## src/hw/rtl/chs_fifo.sv

```systemverilog
// Two-entry request queue between front and back.
module chs_fifo #(
  parameter int W = 8
) (
  input  logic clk,
  input  logic rst_n,
  input  logic push,
  input  logic [W-1:0] wdata,
  input  logic pop,
  output logic [W-1:0] rdata,
  output logic full,
  output logic empty
);
  logic [W-1:0] mem_r [2];
  logic wp_r, rp_r;
  logic [1:0] cnt_r;

  assign full = cnt_r == 2'd2;
  assign empty = cnt_r == 2'd0;
  assign rdata = mem_r[rp_r];

  always_ff @(posedge clk) begin
    if (!rst_n) begin
      wp_r <= 1'b0;
      rp_r <= 1'b0;
      cnt_r <= '0;
    end else begin
      if (push) wp_r <= !wp_r;
      if (pop) rp_r <= !rp_r;
      cnt_r <= cnt_r + {1'b0, push} - {1'b0, pop};
    end
    if (push) mem_r[wp_r] <= wdata;
  end
endmodule

```

## config.mk

```make
export PLATFORM = sky130hd
export DESIGN_NAME = chs_fifo
export DESIGN_NICKNAME = d
export VERILOG_FILES = /design/src/hw/rtl/chs_fifo.sv
export SDC_FILE = /design/constraint.sdc
export NUM_CORES = 1
export LEC_CHECK = 0
export ABC_CLOCK_PERIOD_IN_PS = 3700
export BUFFER_PORTS_ARGS = -buffer_cell sky130_fd_sc_hd__buf_2
export CAP_MARGIN = 30
export CELL_PAD_IN_SITES_DETAIL_PLACEMENT = 0
export CELL_PAD_IN_SITES_GLOBAL_PLACEMENT = 1
export CORE_UTILIZATION = 40
export DETAILED_ROUTE_END_ITERATION = 7
export GPL_TIMING_DRIVEN = 0
export PLACE_DENSITY = 0.81
export REMOVE_ABC_BUFFERS = 1
export SETUP_SLACK_MARGIN = 0.05
export SYNTH_ARGS = -nofsm -noshare
export SYNTH_HDL_FRONTEND = slang
export SYNTH_SLANG_ARGS = --single-unit
```

## constraint.sdc

```tcl
create_clock -name clk -period 3.7 [get_ports clk]
set_input_delay 0.37 -clock clk [delete_from_list [all_inputs] [get_ports clk]]
set_output_delay 0.37 -clock clk [all_outputs]
set_load 0.005 [all_outputs]
```

==> run metrics <==
status=finished clean; synthesized area=801 µm²; pre-CTS setup slack=2.17 ns; DIE WIDTH=46.7 µm; post-CTS resize count=0; drt pass-1 iters=4; main area contributors after synthesis=edfxtp_1, dfxtp_1, mux2_2, and2_1, ha_1; synthesized flop and latch total=21; first-pass GRT wire length=1.57 mm; minimum clock period=1.73 ns; detailed-route DRC error count=0; cell count after synthesis=46; Routed Antenna Nets=0; vias in the first global route=351; Distinct cells, synth=12; CP Data Arrival Time=1.36 ns; Synth top cells by count=edfxtp_1, mux2_2, dfxtp_1, and2_1, nor2b_1; initial antenna violation count=0; Reg area=581 µm²; top_reg_cell synth=edfxtp_1; Filler cells=176; grt total ovfl=0; Post-CTS Setup Bufs=0; Clock Power Share=23.2%; row count=15; sw frac=21.7%; Die Area=0.00218 mm²; Worst VDD drop=303 µV; largest net degree at the start of global routing=13; CTS tree=done; switching power=0.0980 mW; HPWL after detailed placement=759 µm; Worst path slowest cell=dfxtp_1; WL per Instance=11.1 µm; Antenna Cells=0; f_max=0.578 GHz; final setup fails=0; die height=46.7 µm; slew margin rel.=46.2%; Internal Dissipation=0.353 mW; number of synthesized flops with an enable pin=16; Vias/cell=4.48; RSZ-0062 raised after global routing=no; CP Data Required Time=3.33 ns; Layout area overhead=19.8%; post-synthesis sequential area ratio=72.5%; Worst-Skew Late Latency=0.29 ns; clk buf depth=2; layout cells sized above 1=47.1%; Max-cap violations=0; IO Port Bufs=21; total CTS buffers=3; I/O pins=22; initial core utilization=44.4%; P per Cell Area=469 mW/mm²; CTS root buffer=clkbuf_4; Seq pwr share=62.4%; Gate power share=14.3%; Hold Crit Class=primary input to register; Setup WS post-layout=1.97 ns; GRT Overall Usage=11.4%; setup TNS=0 ns; Sinks on Clock Net=21; syn_area_per_cell=17.4 µm²; iteration-0 DRC count of the detailed router=9; Worst-path clk slew=0.11 ns; Least-Margin Pin Slew=0.806 ns; count leader, synth=edfxtp_1; final max-slew violation count=0; crit-path max cell delay=0.55 ns; placeable core region=0.00180 mm²; total number of vias=426; Clock Skew=0.00203 ns; Routed WL=1.06 mm; fin util=53.3%; CP Max Fanout=8; post-synth top area share=60.0%; hold buffers post-CTS=0; synth warn=0; Final Hold Viols=0; critical path cell sequence=mux2_2, buf_2; Final nets=85; CTS H-tree depth=1; Synth async-reset ratio=0%; Synth area leader=edfxtp_1; Critical Path End Type=output port; leakage power=0.389 nW; multi-input logic area=208 µm²; Worst Setup Path Type=register to output port; final worst-path cycle share=46.7%; CP startpoint kind=register; Placer Congestion=0.576
per-layer routing:
layer  share of wire, %  up-vias  GRT usage (%)
met5                  0        -              0
met4                1.0        0           8.57
met3                4.7        2           4.62
met2                 49       13           15.3
met1                 46      200           14.7
li1                   -      211              -
cell usage in the layout, fill, tap and decap left out:
master and instances:
edfxtp_1 16, clkinv_2 1, buf_2 21, dfxtp_1 5, o21a_1 1, xor2_1 1
nor2b_1 4, xnor3_1 1, inv_1 2, mux2_2 8, nor2_1 1, and2_1 4
ha_1 2, clkbuf_4 3
registers in the layout, indices dropped and copies added, names as in the netlist, named ones only:
signal and cells:
mem_r 16, wp_r 1, cnt_r 2, rp_r 1
power by group through the flow:
stage / logic, mW / registers, mW / clock network [mW]
2_1_floorplan: 0.0407 / 0.284 / 0
3_3_place_gp: 0.0641 / 0.286 / 0
3_5_place_dp: 0.0658 / 0.287 / 0
4_1_cts: 0.0660 / 0.282 / 0.111
5_1_grt: 0.0730 / 0.284 / 0.119
6_report: 0.0646 / 0.281 / 0.105
through the flow:
step	instance area, µm²	power, mW	instances	hold WS [ns]
2_1_floorplan	796	0.325	45	0.469
6_report	960	0.450	95	0.253
4_1_cts	960	0.459	95	0.238
5_1_grt	960	0.476	95	0.230
3_3_place_gp	932	0.350	91	0.558
3_5_place_dp	932	0.353	91	0.561
layout make-up:
type                            instances  area share, %
Sequential cell                        21           60.5
Multi-Input combinational cell         22           21.6
Timing Repair Buffer                   21           11.0
Tap cell                               25           3.26
Clock buffer                            3           2.35
Inverter                                2          0.782
Clock inverter                          1          0.522
worst max-delay path: cells and delay by family, from the launching register on:
kind | cells | cell delay [ns]
buffers and inverters | 1 | 0.13
flip-flops | 1 | 0.55
multiplexers | 1 | 0.39
final timing paths:
| path | start | end | slack (ns) | cells after the start |
|---|---|---|---|---|
| setup / recovery | register | rdata[2] | 1.97 | 2 |
| hold / removal | wdata[1] | mem_r[1][1] | 0.25 | 1 |
| setup reg to reg | cnt_r[0] | cnt_r[1] | 2.30 | 6 |
| hold reg to reg | rp_r | register | 0.59 | 2 |
cell families (layout without fill, tap and decap cells):
group                    after synthesis  in the layout  synth area share (%)
AO/OA/AOI/OAI                          1              1                 0.938
XOR/XNOR                               2              2                  3.91
adder cells (fa/ha/maj)                2              2                  3.12
buffers and inverters                  3             27                  1.56
flip-flops                            21             21                  72.5
multiplexers                           8              8                  11.3
AND/OR/NAND/NOR                        9              9                  6.72
Power figures use the tool's default switching activity.
