File: src/hw/rtl/chs_pkg.sv
// Shared constants, codes and request/response types for the chained hash set.
package chs_pkg;
  localparam int KEY_W = 31;
  localparam int OP_W = 2;
  localparam int ST_W = 2;
  localparam int BC_W = 9;
  localparam int DEF_MAX_BUCKETS = 256;
  localparam int DEF_POOL_NODES = 256;
  localparam logic [BC_W-1:0] BC_RESET = 9'd256;

  localparam logic [OP_W-1:0] OP_INSERT = 2'd0;
  localparam logic [OP_W-1:0] OP_DELETE = 2'd1;
  localparam logic [OP_W-1:0] OP_LOOKUP = 2'd2;

  localparam logic [ST_W-1:0] ST_DONE = 2'd0;
  localparam logic [ST_W-1:0] ST_DUP = 2'd1;
  localparam logic [ST_W-1:0] ST_ABSENT = 2'd2;
  localparam logic [ST_W-1:0] ST_FULL = 2'd3;

  typedef struct packed {
    logic [OP_W-1:0] operation;
    logic [KEY_W-1:0] key;
  } in_req_t;

  typedef struct packed {
    logic [ST_W-1:0] status;
    logic [KEY_W-1:0] key_out;
  } out_rsp_t;
endpackage

File: src/hw/rtl/chs_front.sv
// Front end: accepts requests and computes the bucket, four remainder bits per cycle.
module chs_front #(
  parameter int MAX_BUCKETS = chs_pkg::DEF_MAX_BUCKETS,
  parameter int BW = 8
) (
  input  logic clk,
  input  logic rst_n,
  input  logic in_valid,
  output logic in_stall,
  input  chs_pkg::in_req_t in_data,
  input  logic [chs_pkg::BC_W-1:0] bucket_count,
  input  logic hold,
  input  logic q_full,
  output logic q_push,
  output logic [chs_pkg::OP_W+chs_pkg::KEY_W+BW-1:0] q_wdata
);
  localparam int BCW = chs_pkg::BC_W;
  localparam int RW = BCW + 1;

  logic busy_r, busy_nxt, done_r, done_nxt;
  logic [2:0] cnt_r, cnt_nxt;
  logic [31:0] q_r, q_nxt;
  logic [RW-1:0] rem_r, rem_nxt;
  logic [BCW-1:0] d_r, d_nxt, d_eff;
  logic [chs_pkg::OP_W-1:0] op_r, op_nxt;
  logic [chs_pkg::KEY_W-1:0] key_r, key_nxt;
  logic acc;

  assign in_stall = busy_r || hold;
  assign acc = in_valid && !in_stall;
  assign q_push = busy_r && done_r && !q_full;
  assign q_wdata = {op_r, key_r, BW'(32'(rem_r))};

  always_comb begin
    if (bucket_count == '0) d_eff = BCW'(1);
    else if (32'(bucket_count) > MAX_BUCKETS) d_eff = BCW'(MAX_BUCKETS);
    else d_eff = bucket_count;
  end

  always_comb begin
    logic [RW-1:0] r;
    logic [31:0] q;
    busy_nxt = busy_r;
    done_nxt = done_r;
    cnt_nxt = cnt_r;
    q_nxt = q_r;
    rem_nxt = rem_r;
    d_nxt = d_r;
    op_nxt = op_r;
    key_nxt = key_r;
    r = rem_r;
    q = q_r;
    if (acc) begin
      busy_nxt = 1'b1;
      done_nxt = 1'b0;
      cnt_nxt = '0;
      q_nxt = {1'b0, in_data.key};
      rem_nxt = '0;
      d_nxt = d_eff;
      op_nxt = in_data.operation;
      key_nxt = in_data.key;
    end else if (busy_r && !done_r) begin
      // restoring remainder, radix 16
      for (int i = 0; i < 4; i++) begin
        r = {r[RW-2:0], q[31]};
        q = {q[30:0], 1'b0};
        if (r >= {1'b0, d_r}) r = r - {1'b0, d_r};
      end
      rem_nxt = r;
      q_nxt = q;
      cnt_nxt = cnt_r + 3'd1;
      if (cnt_r == 3'd7) done_nxt = 1'b1;
    end else if (q_push) begin
      busy_nxt = 1'b0;
    end
  end

  always_ff @(posedge clk) begin
    if (!rst_n) begin
      busy_r <= 1'b0;
      done_r <= 1'b0;
      cnt_r <= '0;
    end else begin
      busy_r <= busy_nxt;
      done_r <= done_nxt;
      cnt_r <= cnt_nxt;
    end
    q_r <= q_nxt;
    rem_r <= rem_nxt;
    d_r <= d_nxt;
    op_r <= op_nxt;
    key_r <= key_nxt;
  end
endmodule

File: config.mk
export PLATFORM = sky130hd
export DESIGN_NAME = chs_front
export DESIGN_NICKNAME = d
export VERILOG_FILES = /design/src/hw/rtl/chs_pkg.sv /design/src/hw/rtl/chs_front.sv
export SDC_FILE = /design/constraint.sdc
export NUM_CORES = 1
export LEC_CHECK = 0
export BUFFER_PORTS_ARGS = -buffer_cell sky130_fd_sc_hd__buf_2
export CORE_UTILIZATION = 51
export DETAILED_ROUTE_END_ITERATION = 10
export PLACE_DENSITY_LB_ADDON = 0.12
export SETUP_SLACK_MARGIN = 0.1
export SYNTH_ARGS = -nofsm -noshare
export SYNTH_HDL_FRONTEND = slang
export SYNTH_SLANG_ARGS = --single-unit
File: constraint.sdc
create_clock -name clk -period 7.4 [get_ports clk]
set_input_delay 0.74 -clock clk [delete_from_list [all_inputs] [get_ports clk]]
set_output_delay 0.74 -clock clk [all_outputs]
set_load 0.1 [all_outputs]
==> results of run 1 <==
## worst min-delay path, stage by stage, from the launching register on
cell and delay, ns:
dfxtp_1 0.32, nand2_1 0.05, a21oi_1 0.05
## area by class of cell
type,instances,area share
clock buffer,11,0.01985
sequential,88,0.3766
timing repair buffer,147,0.1333
tap,133,0.02514
multi-input combinational,312,0.4189
clock inverter,5,0.008696
inverter,31,0.01758
## worst max path at each step
stage / startpoint / end / slack, ns / cells past startpoint
after global placement: q_r[31] / rem_r[1] / 0.14 / 37
after floorplan: d_r[0] / rem_r[1] / 0.10 / 35
after global routing: q_r[31] / rem_r[7] / -0.01 / 36
final: q_r[31] / rem_r[1] / 0.37 / 36
after CTS: q_r[31] / rem_r[1] / 0.11 / 37
after detailed placement: q_r[31] / rem_r[1] / -0.03 / 36
## kinds of logic after synthesis
group	count (synthesis)	synth area share
xor+xnor	25	0.04200
mux	43	0.09119
fa+ha+maj	44	0.1114
compound gates	97	0.1373
buf+inv	46	0.04032
flops	88	0.4780
simple gates	101	0.09983
## cells in the final DEF (no fill, tap or decap), types with 6 or more instances in the layout
master,netlist,final
a21o_1,9,9
a21oi_1,28,23
and2_1,12,12
buf_2,0,90
buf_4,8,56
clkbuf_8,0,9
dfxtp_1,15,15
edfxtp_1,73,73
ha_1,40,33
ha_4,0,6
inv_1,30,30
mux2_2,36,33
mux2i_1,7,6
nand2_1,27,27
nor2_1,25,21
nor2b_1,6,6
o21ai_1,5,8
xnor2_1,20,20
## routing by layer
metal  up-vias  global-route usage
met5         -                   0
met4         0              0.1116
met3        24             0.05017
met2       124              0.4236
met1      1953              0.2975
li1       1937                   -
## flip-flops by register name, indices dropped and copies added (netlist names)
name / flops
q_r: 32
cnt_r: 3
done_r: 1
rem_r: 9
key_r: 31
busy_r: 1
op_r: 2
d_r: 9
## cells in the mapped netlist (all sizes together), types with 6 or more instances
cell | count | share of area
mux2i | 7 | 0.013
a21oi | 28 | 0.027
xnor2 | 20 | 0.034
o21ai | 18 | 0.017
edfxtp | 73 | 0.42
buf | 9 | 0.014
dfxtp | 15 | 0.058
ha | 40 | 0.096
a21o | 9 | 0.013
nand2 | 27 | 0.019
nor2 | 25 | 0.018
and2 | 12 | 0.014
clkbuf | 6 | 0.0043
nor2b | 6 | 0.0072
mux2 | 36 | 0.078
inv | 31 | 0.022
## stage by stage
| step | setup TNS, ns | instance area [um2] | utilization | hold WS (ns) |
|---|---|---|---|---|
| after floorplan | 0 | 5235 | - | 0.4176 |
| after global routing | -0.02716 | 6619 | 0.6741 | 0.4789 |
| after detailed placement | -0.06053 | 6141 | 0.6254 | 0.4583 |
| final | 0 | 6619 | 0.6741 | 0.4652 |
| after global placement | 0 | 6141 | 0.6254 | 0.4474 |
| after CTS | 0 | 6380 | 0.6497 | 0.4696 |
## what timing repair did
| action | CTS | global route |
|---|---|---|
| resized for setup | 8 | 41 |
| pin swaps | 2 | 14 |
| gates cloned | 1 | 2 |
| endpoints found under the setup margin | 9 | 9 |
| setup buffers | 2 | 3 |
==> results.toml, run 1 <==
[final_layout]
n_fill_cell = 819
area_growth_pct = 26.95
multi_input_area_um2 = 2773
diodes = 0
finalNetCount = 680
fin_cells = 727
seq_area_um2 = 2492
drive_gt1_frac = 0.4226

[clocking]
cts_tree = "yes"
h-tree-depth = 3
cts_made_buffers = 9
clkLatencyLatePin_ns = 0.35
root_buffer = "clkbuf_8"
clock_sinks = 88
cts.clk_slew.worst_paths_ns = 0.08
ctsHoldBuffers = 0
clk_path_buf_depth = 2

[synth]
synthCells = 444
synthArstFlopShare = 0
synth.distinct_cells = 60
synth_warnings = 0
synth-seq-cells = 88
synth-edff-count = 73
synth-seq-area-share = 0.4780
syn_nets = 535
syn_area_um2 = 5214
synth_flop_cell = "edfxtp_1"
syn_avg_cell_area_um2 = 11.74

[drt]
dr_wl_met2_um = 6203
first_pass_iters = 5
drt_iter0_drc = 105
postRouteAntennaNets = 0
wl_met3_um = 688
wire_per_inst_um = 17.32
routed_wirelength_um = 12590
dr_total_vias = 4038
vias_per_cell = 5.554
drc = 0
wl_met1_um = 5331
routed.top_layer = "met4"

[critical_path]
arrival_ns = 7.23
ff2ff_setup_slack_ns = 0.37
path_delay_family = "compound AO/OA/AOI/OAI gates"
r2r_cells = 36
worstPathMaxFanout = 7
cp_slowest_cell = "fa_2"
worstReg2RegEnd = "rem_r[1]"
cp-start-kind = "flip-flop"
critPathKind = "flip-flop to flip-flop"
max_stage_delay_ns = 0.36
critPathRequiredTime_ns = 7.60
path_buf_inv = 6
worstSetupEndpointType = "flip-flop"
reg2reg_from = "q_r[31]"

[placement]
hpwlAfterDp_um = 9750
place_ws_ns = -0.02574
dp_cells = 703
portBuffers = 89
gp_congestion = 0.9843

[floorplanning]
num_io_pins = 90
floorplan.die.height_um = 103.1
start_util = 0.5310
row_count = 36
coreArea_um2 = 9819
die-area_um2 = 10630
die_x_um = 103.1

[sta]
tightest_slew_ns = 0.8862
finalCritPeriodShare = 0.9497
finalSetupViolCount = 0
finalCriticalPeriod_ns = 7.028
fin_ws_ns = 0.3721
fmax_ghz = 0.1423
fin_skew_ns = 0.006216
maxSlewViolCount = 0
slew_headroom = 0.4092
hold_viol_final = 0

[job]
maxCapViolCount = 0

[grt]
track_usage = 0.2459
grt_max_degree = 77
grt_pass1_vias = 3935
overflow = 0
grt_first_pass_wirelength_um = 19140
antenna_found_initial = 0

[min_path]
hp-class = "flip-flop to flip-flop"
hold_depth = 2
min_to = "cnt_r[1]"
hp-start = "cnt_r[1]"

[status]
status = "finished clean"
Power of run 1 is left out: the tool's default activity adds up to more than one toggle a clock period on the data nets, which glitch-free logic cannot reach.
==> inputs of run 2 (changes only) <==
- clock period: 7.4 -> 5.87 ns (I/O delays scaled with it)
==> run 2 against run 1 <==
Against the previous run: the run now ends with negative setup slack left; worst hold slack got worse by 0.065 ns; via count up 10%; register-to-register slack worse by 1.5 ns; core utilization up 8.6 points; critical path type unchanged; highest routed layer unchanged.
==> results.toml, run 2 (synthesized netlist as in run 1, its figures left out) <==
[floorplanning]
floorplan.die.height_um = 103.1
row_count = 36
start_util = 0.5310
die_x_um = 103.1
num_io_pins = 90
die-area_um2 = 10630
coreArea_um2 = 9819

[final_layout]
largest_reg_flops = 32
area_growth_pct = 43.10
finalNetCount = 769
multi_input_area_um2 = 2894
final_cell_mix = "143 x buf_4, 89 x buf_2, 73 x edfxtp_1"
diodes = 0
largest_registers = "q_r (32), key_r (31)"
seq_area_um2 = 2495
final_common_cell = "buf_4"
largest_register = "q_r"
n_fill_cell = 686
drive_gt1_frac = 0.5286
fin_cells = 816

[clocking]
cts_tree = "yes"
h-tree-depth = 3
cts_made_buffers = 9
clock_sinks = 88
clkLatencyLatePin_ns = 0.36
cts.clk_slew.worst_paths_ns = 0.10
clk_path_buf_depth = 2
root_buffer = "clkbuf_8"

[sta]
finalCriticalPeriod_ns = 6.988
finalCritPeriodShare = 1.190
hold_viol_final = 0
rsz0062_at_grt = "true"
fin_skew_ns = 0.01499
fmax_ghz = 0.1431
finalSetupViolCount = 9
finalSetupTns_ns = -9.639
maxSlewViolCount = 0
slew_headroom = 0.4002
tightest_slew_ns = 0.8998
fin_ws_ns = -1.118

[critical_path]
critPathRequiredTime_ns = 6.17
cp-start-kind = "flip-flop"
r2r_cells = 33
arrival_ns = 7.29
reg2reg_from = "q_r[31]"
path_buf_inv = 3
ff2ff_setup_slack_ns = -1.12
crit_top_cell = "ha_4"
max_stage_delay_ns = 0.38
cp_slowest_cell = "fa_2"
worstSetupEndpointType = "flip-flop"
critPathKind = "flip-flop to flip-flop"
worstPathMaxFanout = 6
path_delay_family = "compound AO/OA/AOI/OAI gates"
worstReg2RegEnd = "rem_r[0]"

[grt]
met1_usage = 0.3365
use_met3 = 0.06644
grt_max_degree = 77
overflow = 0
grt_first_pass_wirelength_um = 21920
antenna_found_initial = 0
grt_pass1_vias = 4504
use_met2 = 0.4697
track_usage = 0.2808
busiest_layer = "met2"

[job]
maxCapViolCount = 0

[placement]
gp_congestion = 0.9650
hpwlAfterDp_um = 10650
dp_cells = 768
portBuffers = 89

[min_path]
hp-start = "in_data[32]"
min_to = "op_r[1]"
hp-class = "primary input to flip-flop"
hold_depth = 1

[status]
status = "complete, but fails checks"
violations = "negative setup slack"

[drt]
routed_wirelength_um = 14400
first_pass_iters = 5
vias_per_cell = 5.464
dr_total_vias = 4459
postRouteAntennaNets = 0
drc = 0
wire_per_inst_um = 17.65
drt_iter0_drc = 227
run 2: layout make-up:
type	count	area share
Clock inverter	7	0.01358
Clock buffer	9	0.01660
Multi-Input combinational cell	312	0.3879
Inverter	31	0.01560
Timing Repair Buffer	236	0.2096
Tap cell	133	0.02230
Sequential cell	88	0.3344
run 2: per-layer routing:
metal	share of wire	routed length (um)
met5	0	0
met4	0.046	658
met3	0.055	797
met2	0.49	7022
met1	0.41	5923
run 2: timing repair:
action,CTS,global route
hold buffers,0,0
gates cloned,3,0
pin swaps,31,23
setup buffers,22,7
setup endpoints to repair,9,9
gates resized for setup,41,8
run 2: worst max-delay path by stage:
| stage | endpoint | start | cells after the start | slack, ns |
|---|---|---|---|---|
| after global routing | rem_r[0] | d_r[0] | 35 | -1.44 |
| after detailed placement | rem_r[0] | q_r[31] | 37 | -1.16 |
| after global placement | rem_r[1] | q_r[31] | 37 | -1.03 |
| after CTS | rem_r[0] | d_r[0] | 33 | -0.79 |
| after floorplan | rem_r[1] | d_r[0] | 34 | -0.93 |
| final | rem_r[0] | q_r[31] | 33 | -1.12 |
run 2: stage by stage:
stage | setup slack (ns) | util | hold WS, ns | instance area, um2
final | -1.118 | 0.7598 | 0.4003 | 7461
after global routing | -1.440 | 0.7598 | 0.3729 | 7461
after CTS | -0.7923 | 0.7500 | 0.3813 | 7365
after detailed placement | -1.163 | 0.6874 | 0.4626 | 6750
after global placement | -1.031 | 0.6874 | 0.4459 | 6750
after floorplan | -0.9330 | - | 0.4176 | 5356
Power of run 2 is left out for the same reason.
==> inputs of run 3 (changes only) <==
- CORE_UTILIZATION: 51 -> 46
- CTS_CLUSTER_SIZE: unset -> 16
- TNS_END_PERCENT: unset -> 1
==> run 3 against run 2 <==
Against the previous run: the run still ends with negative setup slack left; clock skew shrank 0.0073 ns; maximum frequency grew 0.20%; final cell count shrank 0.25%; wire length shrank 5.1%; core utilization shrank 8.0 points; die area grew 11%; worst hold slack gained 0.020 ns; register-to-register slack is essentially flat; critical endpoint is now rem_r[1].
==> results.toml, run 3 (synthesized netlist as in run 1, its figures left out) <==
[sta]
tightest_slew_ns = 1.167
finalCritPeriodShare = 1.188
fmax_ghz = 0.1434
rsz0062_at_grt = "true"
fin_skew_ns = 0.007713
hold_viol_final = 0
finalSetupViolCount = 9
slew_headroom = 0.2211
fin_ws_ns = -1.104
maxSlewViolCount = 0
finalCriticalPeriod_ns = 6.974

[clocking]
h-tree-depth = 3
clkLatencyLatePin_ns = 0.35
cts_tree = "yes"
clock_sinks = 88
root_buffer = "clkbuf_16"
cts.clk_slew.worst_paths_ns = 0.07
cts_made_buffers = 9
ctsHoldBuffers = 0
clk_path_buf_depth = 2

[placement]
hpwlAfterDp_um = 10620
dpl-instance-area_um2 = 6751
portBuffers = 89
gp_congestion = 0.9375

[critical_path]
cp-start-kind = "flip-flop"
worstSetupEndpointType = "flip-flop"
arrival_ns = 7.17
cp_slowest_cell = "edfxtp_1"
critPathKind = "flip-flop to flip-flop"
path_delay_family = "compound AO/OA/AOI/OAI gates"
critPathRequiredTime_ns = 6.07
path_buf_inv = 2
ff2ff_setup_slack_ns = -1.10
max_stage_delay_ns = 0.39
crit_top_cell = "ha_4"
worstPathMaxFanout = 7

[final_layout]
final_design_area_no_fill_um2 = 7437
finalNetCount = 760
diodes = 0
area_growth_pct = 42.64
largest_reg_flops = 32
final_common_cell = "buf_4"
largest_register = "q_r"
drive_gt1_frac = 0.5237
final_cell_mix = "133 x buf_4, 90 x buf_2, 73 x edfxtp_1"
largest_registers = "q_r (32), key_r (31)"

[floorplanning]
floorplan.die.height_um = 108.5
row_count = 38
num_io_pins = 90
die-area_um2 = 11760
coreArea_um2 = 10940
die_x_um = 108.5
start_util = 0.4768

[job]
maxCapViolCount = 0

[grt]
track_usage = 0.2468
grt_first_pass_wirelength_um = 21370
overflow = 0
grt_max_degree = 77
grt_pass1_vias = 4350
antenna_found_initial = 0

[drt]
routed_wirelength_um = 13660
first_pass_iters = 4
postRouteAntennaNets = 0
drt_iter0_drc = 190
drc = 0
wire_per_inst_um = 16.78
dr_total_vias = 4280
vias_per_cell = 5.258

[status]
status = "complete, but fails checks"
violations = "negative setup slack"

[min_path]
hp-class = "primary input to flip-flop"
==> run 3: cell types whose count changed in the layout (fill, tap and decap cells not counted), sizes merged <==
| cell | before | now |
|---|---|---|
| bufinv | 2 | 0 |
| clkbuf | 9 | 10 |
| buf | 236 | 227 |
| clkinvlp | 0 | 1 |
==> run 3: path summary, 6_finish.rpt <==
check | startpoint | end | cells after the start
hold / removal | in_data[32] | op_r[1] | 1
hold reg to reg | cnt_r[2] | cnt_r[2] | 2
setup / recovery | d_r[0] | rem_r[1] | 32
setup reg to reg | d_r[0] | rem_r[1] | 32
==> run 3: metal layers <==
metal	vias up	GRT usage	part of all wire
met5	-	0	0
met4	0	0.1486	0.049
met3	39	0.04762	0.059
met2	137	0.4019	0.46
met1	2005	0.3027	0.43
li1	2099	-	-
==> run 3: area by class of cell <==
cell class              count  area [um2]
multi-input cells         312        2880
inverters                  31       116.4
fillers                   859        3498
flip-flops and latches     88        2492
repair buffers            227        1494
clock inverters             6       50.05
clock buffers              10       229.0
well taps                 140       175.2
==> run 3: metrics by stage <==
step	util	hold WS, ns	worst slack (ns)	setup TNS, ns	std cells
after detailed placement	0.6174	0.4539	-1.240	-10.65	774
final	0.6801	0.4206	-1.104	-9.404	814
after global routing	0.6801	0.4069	-1.320	-11.61	814
after CTS	0.6618	0.4107	-0.9376	-7.968	807
after global placement	0.6174	0.4465	-0.9700	-8.439	774
after floorplan	-	0.4176	-0.9341	-7.213	444
==> run 3: what timing repair did <==
| action | in CTS | in global routing |
|---|---|---|
| setup endpoints to repair | 9 | 9 |
| gates cloned | 3 | 0 |
| pin swaps | 25 | 24 |
| gates resized for setup | 22 | 24 |
| buffers inserted | 14 | 7 |
Power of run 3 is left out for the same reason.
